### config.mk
export PLATFORM = sky130hd
export DESIGN_NAME = edf_cell
export DESIGN_NICKNAME = d
export VERILOG_FILES = /design/src/sv/edf_dispatcher_with_deadline_drop_unit_assert.svh /design/src/sv/edf_pkg.sv /design/src/sv/edf_cell.sv
export SDC_FILE = /design/constraint.sdc
export NUM_CORES = 1
export LEC_CHECK = 0
export BUFFER_PORTS_ARGS = -buffer_cell sky130_fd_sc_hd__buf_2
export CORE_MARGIN = 2
export CORE_UTILIZATION = 45
export CTS_BUF_LIST = sky130_fd_sc_hd__clkbuf_4 sky130_fd_sc_hd__clkbuf_8
export DETAILED_ROUTE_END_ITERATION = 6
export PLACE_DENSITY = 0.81
export SYNTH_ARGS = -nofsm -noshare
export SYNTH_HDL_FRONTEND = slang
export SYNTH_SLANG_ARGS = --single-unit
### constraint.sdc
create_clock -name clk -period 4.8 [get_ports clk]
set_input_delay 0.48 -clock clk [delete_from_list [all_inputs] [get_ports clk]]
set_output_delay 0.48 -clock clk [all_outputs]
set_load 0.02 [all_outputs]
### src/sv/edf_dispatcher_with_deadline_drop_unit_assert.svh
// Assertion macros for the EDF dispatcher.
// Used by the top level; expects clk and arst_n in scope.
`ifndef EDF_DISPATCHER_WITH_DEADLINE_DROP_UNIT_ASSERT_SVH
`define EDF_DISPATCHER_WITH_DEADLINE_DROP_UNIT_ASSERT_SVH

// same-cycle implication
`define EDF_ASSERT_NOW(lbl, ante, cons, msg) \
	lbl: assert property (@(posedge clk) disable iff (!arst_n) (ante) |-> (cons)) \
		else $error(msg);

// next-cycle implication
`define EDF_ASSERT_NEXT(lbl, ante, cons, msg) \
	lbl: assert property (@(posedge clk) disable iff (!arst_n) (ante) |=> (cons)) \
		else $error(msg);

`endif

### src/sv/edf_pkg.sv
// Shared types and constants for the EDF dispatcher.
// No dependencies.
package edf_pkg;

	localparam int TABLE_DEPTH_DEF = 16;
	localparam int SLOT_W = 8;

	localparam logic OP_SUBMIT = 1'b0;
	localparam logic OP_STEP = 1'b1;

	localparam logic [1:0] KIND_DONE = 2'd0;
	localparam logic [1:0] KIND_MISS = 2'd1;
	localparam logic [1:0] KIND_FULL = 2'd2;
	localparam logic [1:0] KIND_BAD = 2'd3;

	typedef struct packed {
		logic        opcode;
		logic [15:0] task_id;
		logic [15:0] burst;
		logic [31:0] arrival;
		logic [31:0] deadline;
		logic [7:0]  priority_req;
	} in_word_t;

	typedef struct packed {
		logic [1:0]  kind;
		logic [15:0] out_task_id;
		logic [31:0] finish_time;
		logic [31:0] turnaround;
		logic [31:0] wait_time;
		logic [15:0] missed_total;
		logic        halted_flag;
		logic        last;
	} out_word_t;

	typedef struct packed {
		logic              v;
		logic [SLOT_W-1:0] slot;
		logic [15:0]       id;
		logic [15:0]       burst;
		logic [31:0]       arr;
		logic [31:0]       dl;
		logic [7:0]        pr;
	} cand_t;

	typedef struct packed {
		logic wr;
		logic clr;
	} cell_ctl_t;

	typedef enum logic [1:0] {
		ST_IDLE,
		ST_SCAN,
		ST_DECIDE,
		ST_FIN
	} state_t;

endpackage

### src/sv/edf_cell.sv
// One table slot of the EDF dispatcher chain: holds a task and passes on
// the better of its own task, once arrived, and the incoming candidate. Uses edf_pkg.
module edf_cell #(
	parameter int SLOT = 0
) (
	input  logic                clk,
	input  logic                arst_n,
	input  edf_pkg::cell_ctl_t  ctl,
	input  edf_pkg::in_word_t   wdata,
	input  logic [31:0]         now,
	input  edf_pkg::cand_t      cand_in,
	output edf_pkg::cand_t      cand_out,
	output logic                vld
);

	logic        v_q;
	logic [15:0] id_q;
	logic [15:0] burst_q;
	logic [31:0] arr_q;
	logic [31:0] dl_q;
	logic [7:0]  pr_q;
	logic        elig;
	logic        better;
	edf_pkg::cand_t cand_q;
	edf_pkg::cand_t own;

	always_ff @(posedge clk or negedge arst_n) begin
		if (!arst_n) begin
			v_q <= 1'b0;
		end else if (ctl.wr) begin
			v_q <= 1'b1;
		end else if (ctl.clr) begin
			v_q <= 1'b0;
		end
	end

	always_ff @(posedge clk) begin
		if (ctl.wr) begin
			id_q <= wdata.task_id;
			burst_q <= wdata.burst;
			arr_q <= wdata.arrival;
			dl_q <= wdata.deadline;
			pr_q <= wdata.priority_req;
		end
	end

	always_comb begin
		elig = v_q && (arr_q <= now);
		better = !cand_in.v || (dl_q < cand_in.dl) ||
			((dl_q == cand_in.dl) && (pr_q < cand_in.pr));
		own.v = 1'b1;
		own.slot = edf_pkg::SLOT_W'(SLOT);
		own.id = id_q;
		own.burst = burst_q;
		own.arr = arr_q;
		own.dl = dl_q;
		own.pr = pr_q;
	end

	always_ff @(posedge clk or negedge arst_n) begin
		if (!arst_n) begin
			cand_q <= '0;
		end else begin
			cand_q <= (elig && better) ? own : cand_in;
		end
	end

	assign cand_out = cand_q;
	assign vld = v_q;

endmodule

==> impl_metrics.py, run 1 <==
metrics = {
    "logic_synthesis": {
        "synth-async-reset-ratio_pct": 52.3,
        "synth_nets": 1318,
        "yosysMostFrequentCell": "o211ai_1",
        "syn_inst": 993,
        "synthTopCellsByArea": "edfxtp_1 (28%), dfrtp_1 (25%), o211ai_1 (10%)",
        "syn_avg_cell_area_sq_um": 11.3,
        "synth-seq-cells": 218,
        "ys_seq_area_share_pct": 53.3,
        "syn_area_sq_um": 11200,
        "synth_edf_count": 104,
        "yosysTopAreaCellShare_pct": 27.8,
        "ys.flop_type": "dfrtp_1",
        "ys_top_cells_by_count": "o211ai_1 (150), dfrtp_1 (114), nand3_1 (112), o21ai_0 (112), edfxtp_1 (104)",
        "yosys_warnings": 0,
        "yosys.area.top_type": "edfxtp_1",
        "ys_types": 40,
    },
    "worst_setup_path": {
        "crit_type": "register to register",
        "worstPathArrival_ns": 4.07,
        "end_kind": "register",
        "cp.required_ns": 5.17,
        "r2r_cells": 8,
        "path_cells": "ha_1 -> nand4_1 -> or4_1 -> a21o_1 -> a31oi_4 -> o21a_4 -> buf_4 -> o211ai_1",
        "crit_path_max_fanout": 61,
        "max_stage_delay_ns": 0.73,
        "critical_path.slowest_cell": "o21a_4",
        "startpoint_type": "register",
    },
    "timing": {
        "drv_slew": 0,
        "fin_crit_ns": 3.71,
        "finalHoldViolations": 0,
        "holdWs_ns": 0.0420,
        "fin_crit_sh_pct": 77.2,
        "fin_setup_tns_ns": 0,
        "fin_ws_ns": 1.09,
        "clock.fmax_mhz": 270,
        "finalSetupViolations": 0,
        "worst_slew_pin_slew_ns": 1.26,
        "rsz0062_at_grt": "false",
        "finClkSkew_ns": 0.0286,
        "slew_headroom_pct": 16.2,
    },
    "cells_and_area": {
        "stdcell_area_sq_um": 14100,
        "area_growth_pct": 25.5,
        "drive_gt1_share_pct": 38.1,
        "multi_input_area_sq_um": 4600,
        "fin_util_pct": 57.7,
        "finalNonFillerCells": 1691,
        "seqCellArea_sq_um": 5980,
        "fillCellCount": 2066,
        "fin_nets": 1651,
    },
    "floorplan": {
        "coreArea_sq_um": 24400,
        "num_rows": 57,
        "die_area_sq_um": 26200,
        "start_util_pct": 46.0,
        "die_w_um": 162,
        "die_height_um": 162,
        "num_io_pins": 368,
    },
    "drt": {
        "wirelength_mm": 34.8,
        "drc": 0,
        "dr.pass1.iters": 7,
        "via_per_inst": 5.85,
        "drt-wirelength-per-cell_um": 20.6,
        "drt_iter0_markers": 1086,
        "route.vias.total": 9891,
        "ant_nets": 0,
    },
    "grt": {
        "grt_max_degree": 115,
        "grt-ovfl-total": 0,
        "grt_pass1_vias": 9910,
        "grt_antenna_before_repair": 11,
        "track_usage_pct": 25.9,
        "grt_first_pass_wirelength_mm": 53.6,
    },
    "cts": {
        "cts_resized": 0,
        "path_clk_slew_ns": 0.07,
        "postCtsHoldBufs": 0,
        "clock_latency_ns": 0.54,
        "post_cts.repair.setup_buffers": 0,
        "cts_buffers": 38,
        "h-tree-depth": 2,
        "cts_tree": "done",
        "root_buffer": "clkbuf_8",
        "cts_sinks": 218,
        "clockBufferDepth": 3,
    },
    "power_and_ir_drop": {
        "finalPower_mw": 5.34,
        "p_per_area_nw_per_um2": 379,
        "leakagePower_nw": 6.25,
        "vdd.ir_drop.worst_v": 0.000221,
    },
    "placed_design": {
        "gp_congestion": 0.872,
        "portBuffers": 366,
        "place_ws_ns": 0.869,
        "dp_cells": 1610,
        "hpwl_mm": 23.1,
        "placed_cell_area_sq_um": 13200,
    },
    "outcome": {
        "outcome": "completed",
    },
    "worst_hold_path": {
        "hp-class": "input pin to async pin",
    },
    "job": {
        "maxCapViolCount": 0,
    },
}
report_power, final:
group	switching, mW	internal [mW]
registers	0.0826	2.20
clock network	0.775	1.06
logic	0.787	0.428
cell type report:
cell class / instances / area share [%]
Clock buffer: 53 / 4.69
Sequential cell: 218 / 42.4
Multi-Input combinational cell: 613 / 32.7
Timing Repair Buffer: 382 / 14.0
Antenna cell: 11 / 0.196
Inverter: 73 / 1.95
Clock inverter: 17 / 1.16
Tap cell: 324 / 2.88
flip-flops by register name, indices dropped and copies added, names as in the netlist:
name / count
arr_q: 32
burst_q: 16
cand_out: 113
dl_q: 32
id_q: 16
pr_q: 8
vld: 1
per-layer routing:
metal | track usage, % | wire length [um]
met5 | 0 | 13
met4 | 10.3 | 1250
met3 | 5.54 | 2920
met2 | 44.0 | 17200
met1 | 32.5 | 13400
critical path, delay by kind of cell (launching register included):
kind / cells / cell delay [ns]
AO/OA/AOI/OAI: 4 / 1.36
adder cells (fa/ha/maj): 1 / 0.33
buffers and inverters: 1 / 0.73
flip-flops: 1 / 0.41
AND/OR/NAND/NOR: 2 / 0.69
worst paths after layout:
kind	start	endpoint	slack, ns
max in group asynchronous	arst_n	cand_out[75]	4.23
setup reg to reg	dl_q[11]	cand_out[2]	1.09
hold / removal	arst_n	cand_out[57]	0.04
min in group clk	wdata[65]	arr_q[25]	0.12
hold reg to reg	id_q[6]	cand_out[94]	0.55
setup / recovery	dl_q[11]	cand_out[2]	1.09
placed cells by master (no fill, tap or decap), types with 2 or more instances in the layout:
cell type   synthesis  final
buf_2              14    364
o211ai_1          150    150
dfrtp_1           114    114
nand3_1           112    112
o21ai_0           112    112
edfxtp_1          104    104
inv_1              73     73
ha_1               71     71
o211ai_2           60     60
clkbuf_8            0     42
a21oi_1            26     26
buf_4               0     17
nand2_1            13     13
nand4_1            13     13
diode_2             0     11
clkbuf_4            0     11
nor2_1              9      9
a21boi_0            9      9
clkinv_2            0      6
a21o_1              5      5
clkinv_1            0      5
nor2b_1             4      4
a221o_1             3      3
bufinv_16           0      3
nand2b_1            2      2
nor3_1              2      2
nor4_1              2      2
o21a_4              1      2
and4_1              2      2
a31oi_4             1      2
clkinvlp_4          0      2
logic make-up (layout without fill, tap and decap cells):
group                    count (synthesis)  count (layout)  synth area share, %
AND/OR/NAND/NOR                        163             163                 7.44
flip-flops                             218             218                 53.3
AO/OA/AOI/OAI                          379             379                 25.3
other                                    0              11                    0
adder cells (fa/ha/maj)                 71              71                 7.92
buffers and inverters                  162             525                 6.11
No activity file was read; power rests on OpenSTA's default activity.
==> inputs of run 2 (changes only) <==
--- a/config.mk
+++ b/config.mk
@@ -5,12 +5,13 @@
 export SDC_FILE = /design/constraint.sdc
 export NUM_CORES = 1
 export LEC_CHECK = 0
+export ABC_AREA = 1
 export BUFFER_PORTS_ARGS = -buffer_cell sky130_fd_sc_hd__buf_2
 export CORE_MARGIN = 2
 export CORE_UTILIZATION = 45
 export CTS_BUF_LIST = sky130_fd_sc_hd__clkbuf_4 sky130_fd_sc_hd__clkbuf_8
 export DETAILED_ROUTE_END_ITERATION = 6
-export PLACE_DENSITY = 0.81
+export PLACE_DENSITY = 0.86
 export SYNTH_ARGS = -nofsm -noshare
 export SYNTH_HDL_FRONTEND = slang
 export SYNTH_SLANG_ARGS = --single-unit
==> constraint.sdc (replaced) <==
create_clock -name clk -period 3.3 [get_ports clk]
set_input_delay 0.33 -clock clk [delete_from_list [all_inputs] [get_ports clk]]
set_output_delay 0.33 -clock clk [all_outputs]
set_load 0.02 [all_outputs]
==> run 2 against run 1 <==
  * Combinational power rose by 43%
  * Register-to-register slack got worse by 0.49 ns
  * Synthesized area fell by 14%
  * First-iteration DRC count fell by 48%
  * Clock skew fell by 0.0084 ns
  * Highest routed layer is now met4
==> impl_metrics.py, run 2 <==
metrics = {
    "logic_synthesis": {
        "yosys_warnings": 0,
        "synth-seq-cells": 218,
        "synth-async-reset-ratio_pct": 52.3,
        "synth_nets": 1237,
        "yosys.area.top_type": "edfxtp_1",
        "ys_seq_area_share_pct": 61.8,
        "ys.flop_type": "dfrtp_1",
        "ys_types": 22,
        "syn_area_sq_um": 9670,
        "yosysMostFrequentCell": "nand2_1",
        "yosysTopAreaCellShare_pct": 32.3,
        "synth_edf_count": 104,
        "ys_top_cells_by_count": "nand2_1 (291), dfrtp_1 (114), nand4_1 (108), edfxtp_1 (104), inv_1 (100)",
        "syn_avg_cell_area_sq_um": 10.6,
        "synthTopCellsByArea": "edfxtp_1 (32%), dfrtp_1 (29%), nand2_1 (11%)",
        "syn_inst": 912,
    },
    "grt": {
        "grt.busiest_layer": "met2",
        "use_met3_pct": 7.64,
        "grt_max_degree": 106,
        "use_met1_pct": 30.4,
        "grt-ovfl-total": 0,
        "grt_antenna_before_repair": 5,
        "grtUsageMet2_pct": 50.6,
        "track_usage_pct": 28.7,
        "grt_first_pass_wirelength_mm": 49.8,
        "grt_pass1_vias": 9846,
    },
    "worst_setup_path": {
        "path_cells": "dlygate4sd3_1 -> buf_2 -> inv_1 -> ha_1 -> nand4_1 -> inv_1 -> nand2_1 -> nor2_1 -> nand3_1 -> nor2_1 -> nor2_1 -> nand2_4 -> nand3_4 -> buf_4 -> nand2_1 -> nand2_1",
        "critical_path.slowest_cell": "dlygate4sd3_1",
        "r2r_cells": 13,
        "crit_path_max_fanout": 26,
        "worst-path-stages": 16,
        "crit_type": "input pin to register",
        "r2r-end": "cand_out[102]",
        "max_stage_delay_ns": 0.56,
        "cp_top_family": "simple AND/OR/NAND/NOR gates",
        "end_kind": "register",
        "r2r_start": "dl_q[23]",
        "rrSetupSlack_ns": 0.60,
        "cp.required_ns": 3.70,
        "crit_end": "cand_out[102]",
        "startpoint_type": "input pin",
        "worstPathArrival_ns": 3.22,
        "cp_num_buf_inv": 5,
        "cp-startpoint": "cand_in[38]",
    },
    "placed_design": {
        "hpwl_mm": 19.2,
        "gp_congestion": 0.865,
        "portBuffers": 366,
    },
    "job": {
        "maxCapViolCount": 0,
    },
    "timing": {
        "slew_headroom_pct": 36.9,
        "clock.fmax_mhz": 355,
        "finClkSkew_ns": 0.0202,
        "fin_crit_sh_pct": 85.4,
        "fin_setup_tns_ns": 0,
        "finalHoldViolations": 0,
        "finalSetupViolations": 0,
        "rsz0062_at_grt": "false",
        "worst_slew_pin_slew_ns": 0.946,
        "drv_slew": 0,
        "fin_crit_ns": 2.82,
    },
    "cells_and_area": {
        "largest_register_ffs": 113,
        "seqCellArea_sq_um": 5980,
        "fin_util_pct": 68.0,
        "area_growth_pct": 48.2,
        "drive_gt1_share_pct": 30.2,
        "final_common_cell": "buf_2",
        "fin_nets": 1782,
        "multi_input_area_sq_um": 3060,
        "fillCellCount": 1394,
        "layout_common_cells": "buf_2 (364), nand2_1 (290), dlygate4sd3_1 (173)",
    },
    "worst_hold_path": {
        "hp-class": "input pin to register",
        "whs_path_depth": 3,
    },
    "power_and_ir_drop": {
        "finalPower_mw": 7.77,
        "vdd.ir_drop.worst_v": 0.000446,
        "leakagePower_nw": 7.42,
        "p_per_area_nw_per_um2": 542,
    },
    "cts": {
        "clock_latency_ns": 0.52,
        "cts_tree": "done",
        "h-tree-depth": 2,
        "postCtsHoldBufs": 173,
        "path_clk_slew_ns": 0.07,
        "cts_resized": 0,
        "root_buffer": "clkbuf_8",
        "cts_sinks": 218,
        "post_cts.repair.setup_buffers": 0,
        "cts_buffers": 37,
        "clockBufferDepth": 3,
    },
    "drt": {
        "wirelength_mm": 33.8,
        "route.vias.total": 9326,
        "via_per_inst": 5.27,
        "drc": 0,
        "drt_iter0_markers": 564,
        "drt-wirelength-per-cell_um": 19.1,
        "ant_nets": 0,
        "dr.pass1.iters": 5,
    },
    "floorplan": {
        "die_area_sq_um": 22700,
        "num_io_pins": 368,
        "coreArea_sq_um": 21100,
        "num_rows": 53,
        "start_util_pct": 45.9,
        "die_height_um": 151,
        "die_w_um": 151,
    },
    "outcome": {
        "outcome": "completed",
    },
}
-- run 2: how the worst min path moves through the flow --
stage / startpoint / to / slack [ns]
floorplan: arst_n / cand_out[0] / 0.03
global placement: id_q[5] / cand_out[93] / 0.48
detailed placement: burst_q[11] / cand_out[83] / 0.49
CTS: cand_in[64] / cand_out[64] / 0.00006
global route: cand_in[64] / cand_out[64] / 0.02
finish: cand_in[48] / cand_out[48] / 0.03
-- run 2: per-layer routing --
layer	up-vias	routed length (um)
met3	168	2920
met2	604	17200
met4	0	1990
met1	4379	11700
li1	4175	-
met5	-	0
-- run 2: power by group --
group | internal (mW) | total, mW | switching, mW
Sequential | 3.19 | 3.33 | 0.136
Clock | 1.57 | 2.71 | 1.14
Combinational | 0.651 | 1.74 | 1.09
Total | 5.41 | 7.77 | 2.36
-- run 2: cell families (layout without fill, tap and decap cells) --
logic type               after synthesis  count (layout)  synth area share, %
other                                  0              11                    0
adder cells (fa/ha/maj)               71              71                 9.18
buffers and inverters                146             719                 6.80
flip-flops                           218             218                 61.8
AO/OA/AOI/OAI                         44              44                 2.41
AND/OR/NAND/NOR                      433             433                 19.8
-- run 2: area by class of cell --
cell class / count / area share, %
flip-flops and latches: 218 / 41.7
repair buffers: 552 / 26.0
multi-input cells: 548 / 21.3
clock buffers: 56 / 4.77
inverters: 100 / 2.62
well taps: 275 / 2.40
clock inverters: 11 / 0.969
diodes: 11 / 0.192
-- run 2: worst min-delay path: cells and delay by family --
family / cells / cell delay [ns]
buffers and inverters: 1 / 0.09
and+or+nand+nor: 2 / 0.10
-- run 2: through the flow --
| stage | instance area, sq um | worst slack (ns) | hold WS, ns | std cells |
|---|---|---|---|---|
| floorplan | 9670 | 1.39 | 0.0344 | 912 |
| global placement | 11800 | 0.593 | 0.481 | 1520 |
| detailed placement | 11800 | 0.583 | 0.487 | 1520 |
| CTS | 14300 | 0.632 | 0.0000560 | 1760 |
| global route | 14300 | 0.307 | 0.0181 | 1766 |
| finish | 14300 | 0.481 | 0.0287 | 1771 |
==> inputs of run 3 (changes only) <==
--- a/config.mk
+++ b/config.mk
@@ -7,7 +7,7 @@
 export LEC_CHECK = 0
 export ABC_AREA = 1
 export BUFFER_PORTS_ARGS = -buffer_cell sky130_fd_sc_hd__buf_2
-export CORE_MARGIN = 2
+export CORE_MARGIN = 1.5
 export CORE_UTILIZATION = 45
 export CTS_BUF_LIST = sky130_fd_sc_hd__clkbuf_4 sky130_fd_sc_hd__clkbuf_8
 export DETAILED_ROUTE_END_ITERATION = 6
==> run 3 against run 2 <==
  * Critical path depth shrank 1
  * Total power grew 1.2%
  * Flip-flop and latch count is the same
  * Non-clock buffer count shrank 3
  * Utilization grew 0.35 points
  * Largest cell class unchanged
  * Highest routed layer unchanged
==> impl_metrics.py, run 3 (same netlist as run 2, synthesis figures left out) <==
metrics = {
    "worst_setup_path": {
        "crit_path_max_fanout": 74,
        "r2r_cells": 12,
        "r2r_start": "dl_q[23]",
        "crit_type": "input pin to register",
        "crit_top_cell": "nand2_1",
        "cp.required_ns": 3.76,
        "worstPathArrival_ns": 3.27,
        "end_kind": "register",
        "startpoint_type": "input pin",
        "path_cells": "dlygate4sd3_1 -> buf_2 -> inv_1 -> ha_1 -> o21ai_0 -> nand2_1 -> nand2_1 -> a21oi_1 -> nor2_1 -> nor2_1 -> nand2_4 -> nand3_4 -> buf_4 -> nand2_1 -> inv_1",
        "r2r-end": "cand_out[107]",
        "rrSetupSlack_ns": 0.54,
        "max_stage_delay_ns": 0.69,
        "critical_path.slowest_cell": "buf_4",
    },
    "floorplan": {
        "num_rows": 53,
        "die_w_um": 150,
        "num_io_pins": 368,
        "coreArea_sq_um": 21000,
        "die_area_sq_um": 22400,
        "start_util_pct": 46.0,
        "die_height_um": 150,
    },
    "timing": {
        "worst_slew_pin_slew_ns": 0.892,
        "fin_setup_tns_ns": 0,
        "finalHoldViolations": 0,
        "clock.fmax_mhz": 355,
        "finClkSkew_ns": 0.0227,
        "slew_headroom_pct": 40.5,
        "holdWs_ns": 0.0234,
        "drv_slew": 0,
        "fin_crit_ns": 2.81,
        "rsz0062_at_grt": "false",
        "fin_crit_sh_pct": 85.3,
        "finalSetupViolations": 0,
    },
    "worst_hold_path": {
        "hp-class": "input pin to register",
        "hold_start": "cand_in[0]",
        "hold_end": "cand_out[0]",
        "whs_path_depth": 3,
    },
    "power_and_ir_drop": {
        "switchingPower_mw": 2.36,
        "pwr-share-seq_pct": 42.3,
        "leakagePower_nw": 7.44,
        "pwr-share-comb_pct": 21.8,
        "p_int_mw": 5.50,
        "clkPwrFrac_pct": 35.9,
        "vdd.ir_drop.worst_v": 0.000373,
        "p_per_area_nw_per_um2": 547,
        "swShare_pct": 30.0,
    },
    "cells_and_area": {
        "area_growth_pct": 48.5,
        "largest_register_ffs": 113,
        "multi_input_area_sq_um": 3060,
        "seqCellArea_sq_um": 5980,
        "layout_common_cells": "buf_2 (364), nand2_1 (290), dlygate4sd3_1 (173)",
        "drive_gt1_share_pct": 30.4,
        "fillCellCount": 1381,
        "final_common_cell": "buf_2",
        "stdcell_area_sq_um": 14400,
        "fin_nets": 1782,
    },
    "cts": {
        "path_clk_slew_ns": 0.07,
        "cts_sinks": 218,
        "cts_buffers": 40,
        "clockBufferDepth": 3,
        "h-tree-depth": 2,
        "root_buffer": "clkbuf_8",
        "clock_latency_ns": 0.53,
        "cts_resized": 0,
        "cts_tree": "done",
    },
    "outcome": {
        "outcome": "completed",
    },
    "grt": {
        "grt_max_degree": 106,
        "track_usage_pct": 28.8,
        "grt_first_pass_wirelength_mm": 49.8,
        "grt-ovfl-total": 0,
        "grt_antenna_before_repair": 3,
        "grt_pass1_vias": 9762,
    },
    "job": {
        "maxCapViolCount": 0,
    },
    "drt": {
        "drt_iter0_markers": 467,
        "drt-met1-wl_mm": 11.5,
        "wl_met3_mm": 2.80,
        "dr.pass1.iters": 5,
        "drc": 0,
        "via_per_inst": 5.23,
        "ant_nets": 0,
        "wl_met2_mm": 16.9,
        "top_layer": "met4",
        "wirelength_mm": 32.7,
        "route.vias.total": 9248,
        "drt-wirelength-per-cell_um": 18.5,
    },
    "placed_design": {
        "placed_cell_area_sq_um": 11700,
        "gp_congestion": 0.880,
        "hpwl_mm": 18.9,
        "portBuffers": 366,
    },
}
run 3: per-stage QoR:
stage                     setup WS, ns  instances  power [mW]  utilization [%]
after floorplan                   1.39        912        4.22                -
after global placement           0.579       1517        4.80             55.8
after detailed placement         0.553       1517        4.86             55.8
after CTS                        0.572       1762        7.81             68.2
after global routing             0.271       1766        8.19             68.3
final                            0.486       1768        7.86             68.3
run 3: worst max-delay path by stage:
| stage | slack [ns] | to | start | depth (start not counted) |
|---|---|---|---|---|
| after floorplan | 1.39 | cand_out[32] | dl_q[23] | 14 |
| after global placement | 0.58 | cand_out[47] | cand_in[31] | 14 |
| after detailed placement | 0.55 | cand_out[53] | cand_in[31] | 14 |
| after CTS | 0.57 | cand_out[53] | dl_q[23] | 12 |
| after global routing | 0.27 | cand_out[53] | cand_in[1] | 15 |
| final | 0.49 | cand_out[107] | cand_in[1] | 15 |
run 3: layout make-up:
| type | count | area share [%] |
|---|---|---|
| Antenna cell | 5 | 0.0871 |
| Clock inverter | 10 | 0.749 |
| Inverter | 100 | 2.61 |
| Sequential cell | 218 | 41.6 |
| Clock buffer | 63 | 5.43 |
| Timing Repair Buffer | 549 | 25.8 |
| Multi-Input combinational cell | 548 | 21.3 |
| Tap cell | 275 | 2.40 |
run 3: what timing repair did:
item	CTS	global route
buffers inserted	0	0
hold buffers	172	1
hold endpoints to repair	226	1
run 3: per-layer routing:
metal,global-route usage (%),up-vias
li1,-,4171
met1,32.2,4353
met2,51.0,591
met3,7.35,133
met4,13.7,0
met5,0,-
run 3: power by group through the flow:
stage | Clock (mW) | Combinational [mW] | Sequential (mW)
after floorplan | 0 | 0.597 | 3.63
after global placement | 0 | 1.45 | 3.35
after detailed placement | 0 | 1.49 | 3.36
after CTS | 2.83 | 1.67 | 3.31
after global routing | 2.98 | 1.86 | 3.35
final | 2.82 | 1.72 | 3.32
run 3: critical path: cells and delay by family:
family / cells / cell delay, ns
buffers and inverters: 5 / 1.58
AND/OR/NAND/NOR: 7 / 0.85
adder cells (fa/ha/maj): 1 / 0.26
AO/OA/AOI/OAI: 2 / 0.23
